==> config.mk <==
export PLATFORM = sky130hd
export DESIGN_NAME = rgb_ycrcb_hsv_skin_classifier_unit
export DESIGN_NICKNAME = d
export VERILOG_FILES = /design/src/rtl/skc_pkg.sv /design/src/rtl/skc_front.sv /design/src/rtl/skc_queue.sv /design/src/rtl/skc_back.sv /design/src/rtl/rgb_ycrcb_hsv_skin_classifier_unit.sv
export SDC_FILE = /design/constraint.sdc
export NUM_CORES = 2
export LEC_CHECK = 0
export BUFFER_PORTS_ARGS = -buffer_cell sky130_fd_sc_hd__buf_2
export CELL_PAD_IN_SITES_DETAIL_PLACEMENT = 2
export CELL_PAD_IN_SITES_GLOBAL_PLACEMENT = 2
export CORE_ASPECT_RATIO = 0.9
export CORE_MARGIN = 5
export CORE_UTILIZATION = 43
export CTS_BUF_LIST = sky130_fd_sc_hd__clkbuf_8
export CTS_CLUSTER_DIAMETER = 120
export CTS_CLUSTER_SIZE = 16
export DETAILED_ROUTE_END_ITERATION = 10
export PLACE_DENSITY = 0.77
export SLEW_MARGIN = 30
export SYNTH_ARGS = -nofsm -noshare
export SYNTH_HDL_FRONTEND = slang
export SYNTH_SLANG_ARGS = --single-unit
==> constraint.sdc <==
create_clock -name aclk -period 17.7 [get_ports aclk]
set_input_delay 3.54 -clock aclk [delete_from_list [all_inputs] [get_ports aclk]]
set_output_delay 3.54 -clock aclk [all_outputs]
set_load 0.03 [all_outputs]
==> src/rtl/skc_pkg.sv <==
// ----------------------------------------------------------------------------
// skc_pkg
// Shared constants, types and coefficient helpers for the skin classifier.
// ----------------------------------------------------------------------------
`default_nettype none

package skc_pkg;

    // default fractional bits of the fixed point coefficients
    localparam int COEF_FRAC_BITS_DEF = 14;

    // queue between front and back
    localparam int QUEUE_DEPTH = 8;

    // hue divider: quotient bits and dividend width (8-bit divisor)
    localparam int QUOT_W     = 10;
    localparam int DIVIDEND_W = 8 + QUOT_W;

    // hue in 1/16 degree
    localparam int HUE_W = 13;
    localparam logic [HUE_W-1:0] HUE_LOW_RST   = 13'd565;
    localparam logic [HUE_W-1:0] HUE_HIGH_RST  = 13'd5195;
    localparam logic [HUE_W-1:0] HUE_SECT_SPAN = 13'd960;
    localparam logic [HUE_W-1:0] HUE_BASE_GRN  = 13'd1920;
    localparam logic [HUE_W-1:0] HUE_BASE_BLU  = 13'd3840;
    localparam logic [HUE_W-1:0] HUE_FULL      = 13'd5760;

    // configuration register indexes
    localparam logic CFG_HUE_LOW  = 1'b0;
    localparam logic CFG_HUE_HIGH = 1'b1;

    // hue sector, named after the largest component
    localparam logic [1:0] SECT_RED   = 2'd0;
    localparam logic [1:0] SECT_GREEN = 2'd1;
    localparam logic [1:0] SECT_BLUE  = 2'd2;

    // round(m / 1000 * 2^f), half up
    function automatic longint fx_milli(input longint m, input int f);
        return ((m <<< f) + 500) / 1000;
    endfunction

    // round(t / 10000 * 2^f), half up
    function automatic longint fx_tenk(input longint t, input int f);
        return ((t <<< f) + 5000) / 10000;
    endfunction

    // one classified pixel, handed from front to back
    typedef struct packed {
        logic [7:0]            blue;
        logic [7:0]            green;
        logic [7:0]            red;
        logic                  rgb_ok;
        logic                  ycc_ok;
        logic                  grey;
        logic                  hue_neg;
        logic [1:0]            sector;
        logic [DIVIDEND_W-1:0] dividend;
        logic [7:0]            divisor;
    } skc_item_t;

endpackage

`default_nettype wire

==> src/rtl/skc_front.sv <==
// ----------------------------------------------------------------------------
// skc_front
// Three stage pipeline: RGB rule, BT.601 YCrCb bounds and hue divider setup.
// Never stalls; a credit count keeps the queue behind it from overflowing.
// ----------------------------------------------------------------------------
`default_nettype none

module skc_front
    import skc_pkg::*;
#(
    parameter int COEF_FRAC_BITS = COEF_FRAC_BITS_DEF
) (
    input  wire logic        aclk,
    input  wire logic        aresetn,
    input  wire logic        s_tvalid,
    output logic             s_tready,
    input  wire logic [23:0] s_tdata,     // blue [7:0], green [15:8], red [23:16]
    input  wire logic        q_pop,
    output logic             push_valid,
    output skc_item_t        push_item
);

    localparam int F      = COEF_FRAC_BITS;
    localparam int YSUM_W = F + 11;
    localparam int CHR_W  = F + 12;
    localparam int CMP_W  = F + 12;
    localparam int CNT_W  = $clog2(QUEUE_DEPTH + 1);

    // luma coefficients
    localparam logic [YSUM_W-1:0] C_YB  = YSUM_W'(fx_milli(114, F));
    localparam logic [YSUM_W-1:0] C_YG  = YSUM_W'(fx_milli(587, F));
    localparam logic [YSUM_W-1:0] C_YR  = YSUM_W'(fx_milli(299, F));
    localparam logic [YSUM_W-1:0] Y_RND = YSUM_W'(longint'(1) <<< (F - 1));

    // chroma coefficients and offset (128 plus rounding half)
    localparam logic signed [CHR_W-1:0] C_CR = CHR_W'(fx_milli(713, F));
    localparam logic signed [CHR_W-1:0] C_CB = CHR_W'(fx_milli(564, F));
    localparam logic signed [CHR_W-1:0] C_OFS =
        CHR_W'((longint'(128) <<< F) + (longint'(1) <<< (F - 1)));

    // cr against cb bounds
    localparam logic [CMP_W-1:0] K1 = CMP_W'(fx_tenk(15862, F));
    localparam logic [CMP_W-1:0] O1 = CMP_W'(fx_tenk(200000, F));
    localparam logic [CMP_W-1:0] K2 = CMP_W'(fx_tenk(3448, F));
    localparam logic [CMP_W-1:0] O2 = CMP_W'(fx_tenk(762069, F));
    localparam logic [CMP_W-1:0] K3 = CMP_W'(fx_tenk(45652, F));
    localparam logic [CMP_W-1:0] O3 = CMP_W'(fx_tenk(2345652, F));
    localparam logic [CMP_W-1:0] K4 = CMP_W'(fx_tenk(11500, F));
    localparam logic [CMP_W-1:0] O4 = CMP_W'(fx_tenk(3017500, F));
    localparam logic [CMP_W-1:0] K5 = CMP_W'(fx_tenk(22857, F));
    localparam logic [CMP_W-1:0] O5 = CMP_W'(fx_tenk(4328500, F));

    // rgb rule thresholds
    localparam logic [7:0] DAY_R_MIN   = 8'd95;
    localparam logic [7:0] DAY_G_MIN   = 8'd40;
    localparam logic [7:0] DAY_B_MIN   = 8'd20;
    localparam logic [7:0] SPREAD_MIN  = 8'd15;
    localparam logic [7:0] FLASH_R_MIN = 8'd220;
    localparam logic [7:0] FLASH_G_MIN = 8'd210;
    localparam logic [7:0] FLASH_B_MIN = 8'd170;

    logic [7:0] in_b, in_g, in_r;
    logic       accept;

    // credit count: items accepted and not yet popped from the queue
    logic [CNT_W-1:0] used_reg, used_next;

    // stage 1
    logic             v1_reg;
    logic [7:0]       s1_b_reg, s1_g_reg, s1_r_reg;
    logic [8:0]       s1_y_reg;
    logic             s1_rgb_reg, s1_grey_reg, s1_neg_reg;
    logic [1:0]       s1_sect_reg;
    logic [7:0]       s1_mag_reg, s1_d_reg;

    // stage 2
    logic             v2_reg;
    logic [7:0]       s2_b_reg, s2_g_reg, s2_r_reg;
    logic [7:0]       s2_cr_reg, s2_cb_reg;
    logic             s2_rgb_reg, s2_grey_reg, s2_neg_reg;
    logic [1:0]       s2_sect_reg;
    logic [DIVIDEND_W-1:0] s2_dvd_reg;
    logic [7:0]       s2_d_reg;

    // stage 3
    logic             v3_reg;
    skc_item_t        s3_item_reg;

    assign in_b   = s_tdata[7:0];
    assign in_g   = s_tdata[15:8];
    assign in_r   = s_tdata[23:16];
    assign accept = s_tvalid & s_tready;

    // credit tracking
    assign s_tready = (used_reg < CNT_W'(QUEUE_DEPTH));

    always_comb begin
        used_next = used_reg;
        if (accept && !q_pop) begin
            used_next = used_reg + 1'b1;
        end else if (!accept && q_pop) begin
            used_next = used_reg - 1'b1;
        end
    end

    // stage 1 logic: luma, rgb rule, hue sector
    logic [7:0]        mx, mn, spread, rg_abs, hop_a, hop_b;
    logic [1:0]        sect;
    logic              day, flash;
    logic [YSUM_W-1:0] ysum;

    always_comb begin
        mx     = (in_r > in_g) ? ((in_r > in_b) ? in_r : in_b)
                               : ((in_g > in_b) ? in_g : in_b);
        mn     = (in_r < in_g) ? ((in_r < in_b) ? in_r : in_b)
                               : ((in_g < in_b) ? in_g : in_b);
        spread = mx - mn;
        rg_abs = (in_r > in_g) ? (in_r - in_g) : (in_g - in_r);
        day    = (in_r > DAY_R_MIN) && (in_g > DAY_G_MIN) && (in_b > DAY_B_MIN) &&
                 (spread > SPREAD_MIN) && (rg_abs > SPREAD_MIN) &&
                 (in_r > in_g) && (in_r > in_b);
        flash  = (in_r > FLASH_R_MIN) && (in_g > FLASH_G_MIN) &&
                 (in_b > FLASH_B_MIN) && (rg_abs <= SPREAD_MIN) &&
                 (in_r > in_b) && (in_g > in_b);
        ysum   = YSUM_W'(in_b) * C_YB + YSUM_W'(in_g) * C_YG +
                 YSUM_W'(in_r) * C_YR + Y_RND;
        // red wins ties, then green
        if (mx == in_r) begin
            sect  = SECT_RED;
            hop_a = in_g;
            hop_b = in_b;
        end else if (mx == in_g) begin
            sect  = SECT_GREEN;
            hop_a = in_b;
            hop_b = in_r;
        end else begin
            sect  = SECT_BLUE;
            hop_a = in_r;
            hop_b = in_g;
        end
    end

    // stage 2 logic: chroma with saturation, divider operands
    logic signed [9:0]       dr, db;
    logic signed [CHR_W-1:0] cr_full, cb_full, cr_sh, cb_sh;
    logic [7:0]              cr_sat, cb_sat;
    logic [DIVIDEND_W-1:0]   dvd;

    always_comb begin
        dr      = $signed({2'b00, s1_r_reg}) - $signed({1'b0, s1_y_reg});
        db      = $signed({2'b00, s1_b_reg}) - $signed({1'b0, s1_y_reg});
        cr_full = CHR_W'(dr) * C_CR + C_OFS;
        cb_full = CHR_W'(db) * C_CB + C_OFS;
        cr_sh   = cr_full >>> F;
        cb_sh   = cb_full >>> F;
        if (cr_sh < 0) begin
            cr_sat = 8'd0;
        end else if (cr_sh > 255) begin
            cr_sat = 8'hff;
        end else begin
            cr_sat = cr_sh[7:0];
        end
        if (cb_sh < 0) begin
            cb_sat = 8'd0;
        end else if (cb_sh > 255) begin
            cb_sat = 8'hff;
        end else begin
            cb_sat = cb_sh[7:0];
        end
        // rounded quotient: (960*|diff| + d/2) / d
        dvd = DIVIDEND_W'(s1_mag_reg) * DIVIDEND_W'(HUE_SECT_SPAN) +
              DIVIDEND_W'(s1_d_reg >> 1);
    end

    // stage 3 logic: five linear bounds
    logic [CMP_W-1:0] crs, cbw;
    logic             ycc_ok;

    always_comb begin
        crs    = CMP_W'(s2_cr_reg) << F;
        cbw    = CMP_W'(s2_cb_reg);
        ycc_ok = (crs <= K1 * cbw + O1) &&
                 (crs >= K2 * cbw + O2) &&
                 (crs + K3 * cbw >= O3) &&
                 (crs + K4 * cbw <= O4) &&
                 (crs + K5 * cbw <= O5);
    end

    // control registers
    always_ff @(posedge aclk) begin
        if (!aresetn) begin
            used_reg <= '0;
            v1_reg   <= 1'b0;
            v2_reg   <= 1'b0;
            v3_reg   <= 1'b0;
        end else begin
            used_reg <= used_next;
            v1_reg   <= accept;
            v2_reg   <= v1_reg;
            v3_reg   <= v2_reg;
        end
    end

    // payload registers
    always_ff @(posedge aclk) begin
        s1_b_reg    <= in_b;
        s1_g_reg    <= in_g;
        s1_r_reg    <= in_r;
        s1_y_reg    <= ysum[F +: 9];
        s1_rgb_reg  <= day | flash;
        s1_grey_reg <= (spread == 8'd0);
        s1_neg_reg  <= (hop_a < hop_b);
        s1_mag_reg  <= (hop_a < hop_b) ? (hop_b - hop_a) : (hop_a - hop_b);
        s1_d_reg    <= spread;
        s1_sect_reg <= sect;

        s2_b_reg    <= s1_b_reg;
        s2_g_reg    <= s1_g_reg;
        s2_r_reg    <= s1_r_reg;
        s2_cr_reg   <= cr_sat;
        s2_cb_reg   <= cb_sat;
        s2_rgb_reg  <= s1_rgb_reg;
        s2_grey_reg <= s1_grey_reg;
        s2_neg_reg  <= s1_neg_reg;
        s2_sect_reg <= s1_sect_reg;
        s2_dvd_reg  <= dvd;
        s2_d_reg    <= s1_d_reg;

        s3_item_reg.blue     <= s2_b_reg;
        s3_item_reg.green    <= s2_g_reg;
        s3_item_reg.red      <= s2_r_reg;
        s3_item_reg.rgb_ok   <= s2_rgb_reg;
        s3_item_reg.ycc_ok   <= ycc_ok;
        s3_item_reg.grey     <= s2_grey_reg;
        s3_item_reg.hue_neg  <= s2_neg_reg;
        s3_item_reg.sector   <= s2_sect_reg;
        s3_item_reg.dividend <= s2_dvd_reg;
        s3_item_reg.divisor  <= s2_d_reg;
    end

    assign push_valid = v3_reg;
    assign push_item  = s3_item_reg;

endmodule

`default_nettype wire

==> src/rtl/skc_queue.sv <==
// ----------------------------------------------------------------------------
// skc_queue
// Small FIFO between the classifying front and the hue/output back.
// ----------------------------------------------------------------------------
`default_nettype none

module skc_queue
    import skc_pkg::*;
(
    input  wire logic       aclk,
    input  wire logic       aresetn,
    input  wire logic       push_valid,
    input  wire skc_item_t  push_item,
    input  wire logic       pop,
    output logic            head_valid,
    output skc_item_t       head_item
);

    localparam int PTR_W = $clog2(QUEUE_DEPTH);
    localparam int CNT_W = $clog2(QUEUE_DEPTH + 1);

    skc_item_t        entry_reg [QUEUE_DEPTH];
    logic [PTR_W-1:0] wr_ptr_reg, rd_ptr_reg;
    logic [CNT_W-1:0] count_reg, count_next;

    assign head_valid = (count_reg != '0);
    assign head_item  = entry_reg[rd_ptr_reg];

    // occupancy
    always_comb begin
        count_next = count_reg;
        if (push_valid && !pop) begin
            count_next = count_reg + 1'b1;
        end else if (!push_valid && pop) begin
            count_next = count_reg - 1'b1;
        end
    end

    // pointers, wrap at the depth
    always_ff @(posedge aclk) begin
        if (!aresetn) begin
            wr_ptr_reg <= '0;
            rd_ptr_reg <= '0;
            count_reg  <= '0;
        end else begin
            count_reg <= count_next;
            if (push_valid) begin
                wr_ptr_reg <= (wr_ptr_reg == PTR_W'(QUEUE_DEPTH - 1)) ? '0
                                                                      : wr_ptr_reg + 1'b1;
            end
            if (pop) begin
                rd_ptr_reg <= (rd_ptr_reg == PTR_W'(QUEUE_DEPTH - 1)) ? '0
                                                                      : rd_ptr_reg + 1'b1;
            end
        end
    end

    // entry storage
    always_ff @(posedge aclk) begin
        if (push_valid) begin
            entry_reg[wr_ptr_reg] <= push_item;
        end
    end

endmodule

`default_nettype wire

==> src/rtl/skc_back.sv <==
// ----------------------------------------------------------------------------
// skc_back
// Pipelined hue divider (one quotient bit per stage), hue band test and
// output register. The whole pipeline holds while the output is stalled.
// ----------------------------------------------------------------------------
`default_nettype none

module skc_back
    import skc_pkg::*;
(
    input  wire logic        aclk,
    input  wire logic        aresetn,
    input  wire logic        cfg_wr_en,
    input  wire logic        cfg_addr,
    input  wire logic [12:0] cfg_wdata,
    input  wire logic        head_valid,
    input  wire skc_item_t   head_item,
    output logic             pop,
    output logic             m_tvalid,
    input  wire logic        m_tready,
    output logic [23:0]      m_tdata,
    output logic [0:0]       m_tuser
);

    typedef struct packed {
        logic [7:0]        blue;
        logic [7:0]        green;
        logic [7:0]        red;
        logic              rgb_ok;
        logic              ycc_ok;
        logic              grey;
        logic              hue_neg;
        logic [1:0]        sector;
        logic [7:0]        rem;
        logic [QUOT_W-1:0] dq;
        logic [7:0]        divisor;
    } div_stage_t;

    // one restoring step: next quotient bit into dq, dividend bit out
    function automatic div_stage_t div_step(input div_stage_t s);
        div_stage_t n;
        logic [8:0] trial;
        logic       ge;
        n     = s;
        trial = {s.rem, s.dq[QUOT_W-1]};
        ge    = (trial >= {1'b0, s.divisor});
        n.rem = ge ? 8'(trial - {1'b0, s.divisor}) : trial[7:0];
        n.dq  = {s.dq[QUOT_W-2:0], ge};
        return n;
    endfunction

    logic [HUE_W-1:0] hue_low_reg, hue_high_reg;
    logic             adv;
    div_stage_t       load;
    div_stage_t       st_reg [QUOT_W];
    logic [QUOT_W-1:0] st_v_reg;
    logic             out_valid_reg;
    logic [23:0]      out_data_reg;
    logic             out_skin_reg;

    // limit registers
    always_ff @(posedge aclk) begin
        if (!aresetn) begin
            hue_low_reg  <= HUE_LOW_RST;
            hue_high_reg <= HUE_HIGH_RST;
        end else if (cfg_wr_en) begin
            case (cfg_addr)
                CFG_HUE_LOW:  hue_low_reg  <= cfg_wdata;
                CFG_HUE_HIGH: hue_high_reg <= cfg_wdata;
                default:      ;
            endcase
        end
    end

    // pipeline moves when the output slot is free or being taken
    assign adv = !out_valid_reg || m_tready;
    assign pop = adv && head_valid;

    always_comb begin
        load.blue    = head_item.blue;
        load.green   = head_item.green;
        load.red     = head_item.red;
        load.rgb_ok  = head_item.rgb_ok;
        load.ycc_ok  = head_item.ycc_ok;
        load.grey    = head_item.grey;
        load.hue_neg = head_item.hue_neg;
        load.sector  = head_item.sector;
        load.rem     = head_item.dividend[DIVIDEND_W-1:QUOT_W];
        load.dq      = head_item.dividend[QUOT_W-1:0];
        load.divisor = head_item.divisor;
    end

    // hue from the last stage and the band test
    div_stage_t        fin;
    logic [HUE_W-1:0]  base;
    logic signed [HUE_W:0] hue_s;
    logic [HUE_W-1:0]  hue;
    logic              skin;

    always_comb begin
        fin = st_reg[QUOT_W-1];
        case (fin.sector)
            SECT_RED:   base = '0;
            SECT_GREEN: base = HUE_BASE_GRN;
            SECT_BLUE:  base = HUE_BASE_BLU;
            default:    base = '0;
        endcase
        if (fin.hue_neg) begin
            hue_s = $signed({1'b0, base}) - $signed({{(HUE_W + 1 - QUOT_W){1'b0}}, fin.dq});
        end else begin
            hue_s = $signed({1'b0, base}) + $signed({{(HUE_W + 1 - QUOT_W){1'b0}}, fin.dq});
        end
        if (hue_s < 0) begin
            hue_s = hue_s + $signed({1'b0, HUE_FULL});
        end
        // grey pixel has hue zero
        hue  = fin.grey ? '0 : hue_s[HUE_W-1:0];
        skin = fin.rgb_ok && fin.ycc_ok &&
               ((hue < hue_low_reg) || (hue > hue_high_reg));
    end

    // control
    always_ff @(posedge aclk) begin
        if (!aresetn) begin
            st_v_reg      <= '0;
            out_valid_reg <= 1'b0;
        end else if (adv) begin
            st_v_reg      <= {st_v_reg[QUOT_W-2:0], head_valid};
            out_valid_reg <= st_v_reg[QUOT_W-1];
        end
    end

    // divider stages and output payload
    always_ff @(posedge aclk) begin
        if (adv) begin
            st_reg[0] <= div_step(load);
            for (int k = 1; k < QUOT_W; k++) begin
                st_reg[k] <= div_step(st_reg[k-1]);
            end
            out_data_reg <= skin ? {fin.red, fin.green, fin.blue} : 24'd0;
            out_skin_reg <= skin;
        end
    end

    assign m_tvalid   = out_valid_reg;
    assign m_tdata    = out_data_reg;
    assign m_tuser[0] = out_skin_reg;

endmodule

`default_nettype wire

==> src/rtl/rgb_ycrcb_hsv_skin_classifier_unit.sv <==
// ----------------------------------------------------------------------------
// rgb_ycrcb_hsv_skin_classifier_unit
// Rule based skin classifier: RGB rule, YCrCb bounds and hue band per pixel;
// skin pixels pass, others go out black, with a skin flag.
// ----------------------------------------------------------------------------
//  channel   | direction | payload
//  s_axis    | in        | tdata: blue, green, red (8 bit each)
//  m_axis    | out       | tdata: blue, green, red; tuser: skin flag
//  cfg       | in        | index 0 hue low limit, index 1 hue high limit
//
//  One pixel per clock sustained unless the output stalls, through 3 front stages,
//  the queue, 10 divider stages (one quotient bit each), the output register.
//  Reset is synchronous and active low; it empties the pipelines and loads
//  the hue limits with 565 and 5195.
//  An output stall holds the back pipeline; the front keeps running into an
//  8 entry queue and s_tready drops once the queue credits are used up.
// ----------------------------------------------------------------------------
`default_nettype none

module rgb_ycrcb_hsv_skin_classifier_unit
    import skc_pkg::*;
#(
    parameter int COEF_FRAC_BITS = COEF_FRAC_BITS_DEF
) (
    input  wire logic        aclk,
    input  wire logic        aresetn,
    input  wire logic        s_tvalid,
    output logic             s_tready,
    input  wire logic [23:0] s_tdata,     // in_blue [7:0], in_green [15:8], in_red [23:16]
    output logic             m_tvalid,
    input  wire logic        m_tready,
    output logic [23:0]      m_tdata,     // out_blue [7:0], out_green [15:8], out_red [23:16]
    output logic [0:0]       m_tuser,     // is_skin [0]
    input  wire logic        cfg_wr_en,
    input  wire logic        cfg_addr,
    input  wire logic [12:0] cfg_wdata
);

    logic      push_valid;
    skc_item_t push_item;
    logic      head_valid;
    skc_item_t head_item;
    logic      q_pop;

    // classification front
    skc_front #(
        .COEF_FRAC_BITS(COEF_FRAC_BITS)
    ) u_front (
        .aclk       (aclk),
        .aresetn    (aresetn),
        .s_tvalid   (s_tvalid),
        .s_tready   (s_tready),
        .s_tdata    (s_tdata),
        .q_pop      (q_pop),
        .push_valid (push_valid),
        .push_item  (push_item)
    );

    // decoupling queue
    skc_queue u_queue (
        .aclk       (aclk),
        .aresetn    (aresetn),
        .push_valid (push_valid),
        .push_item  (push_item),
        .pop        (q_pop),
        .head_valid (head_valid),
        .head_item  (head_item)
    );

    // hue and output back
    skc_back u_back (
        .aclk       (aclk),
        .aresetn    (aresetn),
        .cfg_wr_en  (cfg_wr_en),
        .cfg_addr   (cfg_addr),
        .cfg_wdata  (cfg_wdata),
        .head_valid (head_valid),
        .head_item  (head_item),
        .pop        (q_pop),
        .m_tvalid   (m_tvalid),
        .m_tready   (m_tready),
        .m_tdata    (m_tdata),
        .m_tuser    (m_tuser)
    );

endmodule

`default_nettype wire

# == Word-level counts from Yosys, hierarchy flattened ==
# Memory sizes are Yosys's and may differ from the RTL's. A register that Yosys moved wholly into a read port is not among the register bits.
# Cells that the tools add are included.
# op_classes
addsub,37
multipliers,11
magnitude_cmp,39
n_eq_ne,6
mux,41
bitwise,3
n_reduce_logical,34
# ops
op,n
two-way mux 8 bit,24
subtractor 8 bit,15
>= comparator 9 x 8 -> 1 bit,10
adder 25 x 23 -> 26 bit (second input constant),2
<= comparator 26 x 23 -> 1 bit (second input constant),2
multiplier 13 x 8 -> 21 bit (first input constant),2
less-than comparator 8 bit,4
adder 22 x 25 -> 26 bit,1
>= comparator 22 x 26 -> 1 bit,1
>= comparator 26 x 22 -> 1 bit (second input constant),1
<= comparator 22 x 26 -> 1 bit,1
two-way mux 13 bit,2
adder 22 x 24 -> 25 bit,1
multiplier 10 x 15 -> 25 bit (second input constant),1
adder 22 x 23 -> 24 bit,1
adder 23 x 19 -> 24 bit (second input constant),1
> comparator 12 x 9 -> 1 bit (second input constant),2
> comparator 8 bit,3
> comparator 8 bit (second input constant),3
less-than comparator 12 x 1 -> 1 bit (second input constant),2
multiplier 10 x 14 -> 24 bit (second input constant),1
multiplier 16 x 8 -> 24 bit (first input constant),1
one-hot mux 12 bit (2 select lines),1
adder 19 x 22 -> 23 bit,1
45 further kinds,88
# word_totals
regBits,260
ram_bits,1008
out_inout_bits,27
elab_cells,217
memories,2
# memory_table
name,words,word_bits,rd,rd_clocked_by_memory_dff,wr,line_no,rtl
u_back.st_reg,10,56,10,0,10,skc_back.sv:55,div_stage_t st_reg [QUOT_W];
u_queue.entry_reg,8,56,1,1,1,skc_queue.sv:22,skc_item_t entry_reg [QUEUE_DEPTH];

# == Longest topological paths before layout ==
# An unclocked memory read counts as a cell.
# depth
ltp_word,11
ltp_mapped,33
ltp_nobuf,32

# == Hierarchy ==
# A second synthesis with hierarchy kept.
# hier_totals
cells_unflattened,5058
area_unflattened_um2,67522.3
# modules_own_cells
mod,n_inst,cells_per_inst,area_per_inst_um2,seq_area_each_um2
skc_front,1,2843,26092.5,3523.4
skc_back,1,1499,23984.3,17827.1
skc_queue,1,716,17445.5,13713.2

# == Worst setup path before layout ==
# OpenSTA, ideal clock, no wires.
# synth_path
path_type,in2reg
start,input port m_tready
end,"register u_back.out_data_reg[0], in the netlist u_back.m_tdata[0] (enable)"
setup_time_ps,1106
t_arrival_ps,18156
required_ps,16594
path_slack_ps,-1562
cell_stages,3
cell_sequence,nor2b_1 inv_1 clkbuf_1
# synth_between
elab_chain_cells,1
# synth_lines
item,line_no,rtl
from (decl),rgb_ycrcb_hsv_skin_classifier_unit.sv:31,"input wire logic m_tready,"
logical OR 1 bit,skc_back.sv:76,assign adv = !out_valid_reg || m_tready;
named net u_back.adv,skc_back.sv:53,logic adv;
to (signal assigned),skc_back.sv:140,"out_data_reg <= skin ? {fin.red, fin.green, fin.blue} : 24'd0;"
to (decl),skc_back.sv:58,logic [23:0] out_data_reg;
# The timed path passes the listed nets, and every way through them passes these cells.
# A chain may end at the register's enable or synchronous reset.

# == Final worst setup path ==
# layout_path
start,input port s_tdata[6]
end,register u_front.s1_y_reg[8]
# layout_between
elab_chain_cells,4
# layout_lines
item,line_no,rtl
from (decl),rgb_ycrcb_hsv_skin_classifier_unit.sv:29,"input wire logic [23:0] s_tdata,"
multiplier 8 x 9 -> 17 bit,skc_front.sv:125,ysum = YSUM_W'(in_b) * C_YB + YSUM_W'(in_g) * C_YG +
adder 19 x 22 -> 23 bit,skc_front.sv:125,
adder 23 x 21 -> 23 bit,skc_front.sv:125,
adder 23 x 14 -> 23 bit,skc_front.sv:126,YSUM_W'(in_r) * C_YR + Y_RND;
named net u_front.ysum[22],skc_front.sv:110,logic [YSUM_W-1:0] ysum;
to (signal assigned),skc_front.sv:209,s1_y_reg <= ysum[F +: 9];
to (decl),skc_front.sv:71,logic [8:0] s1_y_reg;
# The timed path passes the listed nets, and every way through them passes these cells.

==> impl_metrics.json <==
{
  "status": "finished clean",
  "clockBufferDepth": 3,
  "period_share_pct": 61.2,
  "ioPinCount": 70,
  "cpPeakStageDelay_ps": 550,
  "ant_nets": 0,
  "synth_edf_count": 930,
  "grt_pass1_wl_um": 298000,
  "hold_buffers": 0,
  "drc": 0,
  "muxShareOfSynthArea_pct": 4.84,
  "setup-tns-final_ps": 0,
  "synth_ff_type": "edfxtp_1",
  "dr_total_vias": 40700,
  "maxCapViolCount": 0,
  "synth_top_family_by_area": "adder cells",
  "dr.pass1.iters": 5,
  "hold_viol": 0,
  "synthesis.area_sq_um": 64000,
  "cts.repair.resized": 0,
  "nFillCells": 14500,
  "fp.dieW_um": 417,
  "synth_top_area_share_pct": 43.6,
  "seq_area_frac_synth_pct": 50.7,
  "numCtsBuffers": 83,
  "crit_start": "s_tdata[6]",
  "synth_xor_area_share_pct": 2.80,
  "grt_max_degree": 108,
  "wl_per_cell_um": 27.7,
  "wirelength_um": 197000,
  "drive_gt1_share_pct": 8.38,
  "tightestPinTransition_ps": 1090,
  "die_y_um": 376,
  "synth-seq-cells": 1156,
  "path_class": "in -> reg",
  "max_slew_margin_pct": 27.5,
  "synth_fp_nets": 5991,
  "async_reset_ff_share_pct": 0,
  "cp_common_cell": "ha_1",
  "r2r-end": "u_front.push_item[30]$_DFF_P_",
  "slew_viol_final": 0,
  "synth_compound_area_share_pct": 9.05,
  "drt_first_iter_violations": 3004,
  "clkLatencyLatePin_ps": 790,
  "synthAdderAreaFrac_pct": 21.9,
  "clock.fmax_mhz": 92.3,
  "r2r_cells": 27,
  "rsz0062_at_grt": "false",
  "end_kind": "flop",
  "numPortBuffers": 69,
  "start_util_pct": 43.2,
  "clk_pin_slew_worst_paths_ps": 130,
  "die-area_sq_um": 157000,
  "start_kind": "input port",
  "period_needed_ps": 10840,
  "fp-row-count": 134,
  "critPathRequiredTime_ps": 18390,
  "area_growth_pct": 6.82,
  "yosys.area_share.simple_pct": 5.97,
  "finalWeightedCongestion": 0.814,
  "hpwl_um": 138000,
  "largest_reg_flops": 505,
  "core_area_sq_um": 148000,
  "synth_cell_types": 98,
  "cp_max_fo": 13,
  "arrival_ps": 11530,
  "grt_pass1_vias": 46000,
  "crit_end": "u_front.s1_y_reg[8]$_DFF_P_",
  "cts_root_buf": "clkbuf_8",
  "hold_class": "reg -> reg",
  "setup_viol": 0,
  "final.setup_skew_ps": 49.7,
  "h-tree-depth": 3,
  "yosysWarnings": 0,
  "synth.area.top_cells": "edfxtp_1 44%, ha_1 15%, dfxtp_1 7.1%",
  "grt_use_total_pct": 24.8,
  "reg2reg_from": "u_front.s2_cb_reg[3]$_SDFF_PN0_",
  "synth_area_leader_cell": "edfxtp_1",
  "ff2ff_setup_slack_ps": 7820,
  "antenna_found_initial": 4,
  "avgSynthCellArea_sq_um": 12.9,
  "grt_overflow_total": 0,
  "nets": 6093,
  "syn_inst": 4960,
  "post_drt_via_cell_ratio": 5.74,
  "post_cts_buffers": 0,
  "cts_tree": "built",
  "cts.sinks": 1156,
  "cp_slowest_cell": "fa_1"
}
-- cell families after synthesis --
| logic type | count (synthesis) |
|---|---|
| AOI/OAI and AO/OA | 868 |
| xor gates and xnor gates | 201 |
| adders and majority gates | 988 |
| buffers and inverters | 794 |
| DFF | 1156 |
| muxes | 178 |
| and+or+nand+nor | 775 |
-- through the flow --
stage | hold slack, ps | cells | setup slack [ps] | area [sq um] | utilization, %
after floorplan | 310 | 4960 | 6700 | 64000 | -
after global placement | 310 | 6947 | 6290 | 66800 | 45.1
after detailed placement | 314 | 6947 | 6060 | 66800 | 45.1
after CTS | 324 | 7100 | 6850 | 68300 | 46.1
after global routing | 324 | 7103 | 6330 | 68400 | 46.2
final | 316 | 7105 | 6860 | 68400 | 46.2
-- critical path: cells and delay by family --
kind / cells / cell delay [ps]
buf+inv: 6 / 850
xor+xnor: 1 / 170
compound gates: 10 / 1880
fa+ha+maj: 11 / 4310
simple gates: 4 / 770
-- worst min-delay path by stage --
stage	startpoint	to	slack [ps]	cells past startpoint
2_1_floorplan	u_front.s2_d_reg[0]$_DFF_P_	u_front.push_item[0]$_DFF_P_	310	0
3_3_place_gp	u_front.s2_dvd_reg[11]$_DFF_P_	u_front.push_item[19]$_DFF_P_	310	0
3_5_place_dp	u_front.s2_dvd_reg[1]$_DFF_P_	u_front.push_item[9]$_DFF_P_	310	0
4_1_cts	u_front.s2_r_reg[6]$_DFF_P_	u_front.push_item[38]$_DFF_P_	320	0
5_1_grt	u_front.s2_r_reg[6]$_DFF_P_	u_front.push_item[38]$_DFF_P_	320	0
6_report	u_front.s2_r_reg[6]$_DFF_P_	u_front.push_item[38]$_DFF_P_	320	0
-- cell usage in the layout, fill, tap and decap left out, types with 54 or more instances in the layout --
cell	n
a21oi_1	171
nor2b_1	64
nor2_1	165
dfxtp_1	223
nand2_1	223
ha_1	767
xnor2_1	105
edfxtp_1	930
clkbuf_8	84
mux4_2	100
o21ai_0	207
buf_2	68
inv_1	756
a21boi_0	87
nor3_1	55
nand3_1	54
fa_1	221
a21o_1	82
xor2_1	94
-- synthesized netlist by cell type, drive strengths merged (26+ instances only) --
| library cell | count |
|---|---|
| a21boi | 87 |
| a21o | 82 |
| a21oi | 174 |
| a31oi | 38 |
| buf | 27 |
| clkbuf | 68 |
| dfxtp | 226 |
| edfxtp | 930 |
| fa | 221 |
| ha | 767 |
| inv | 699 |
| mux2 | 50 |
| mux2i | 28 |
| mux4 | 100 |
| nand2 | 223 |
| nand2b | 37 |
| nand3 | 55 |
| nand4 | 41 |
| nor2 | 175 |
| nor2b | 64 |
| nor3 | 58 |
| o21a | 47 |
| o21ai | 210 |
| o21bai | 26 |
| o31ai | 27 |
| xnor2 | 105 |
| xor2 | 94 |
-- cell type report --
type,instances,area (sq um),area share [%]
Antenna cell,3,7.51,0.0110
Clock buffer,84,1160,1.69
Clock inverter,69,342,0.500
Inverter,699,2630,3.85
Multi-Input combinational cell,3010,28600,41.8
Sequential cell,1156,32500,47.5
Tap cell,1972,2470,3.61
Timing Repair Buffer,112,702,1.03
-- routing by layer --
layer	track usage, %	vias to the layer above	part of all wire [%]
met4	8.54	0	3.9
met2	45.1	1058	52
li1	-	18000	-
met3	2.76	380	3.7
met1	30.8	21300	41
met5	0	-	0
Power is left out: the tool's default activity adds up to more than one toggle a clock period on the data nets, which glitch-free logic cannot reach.
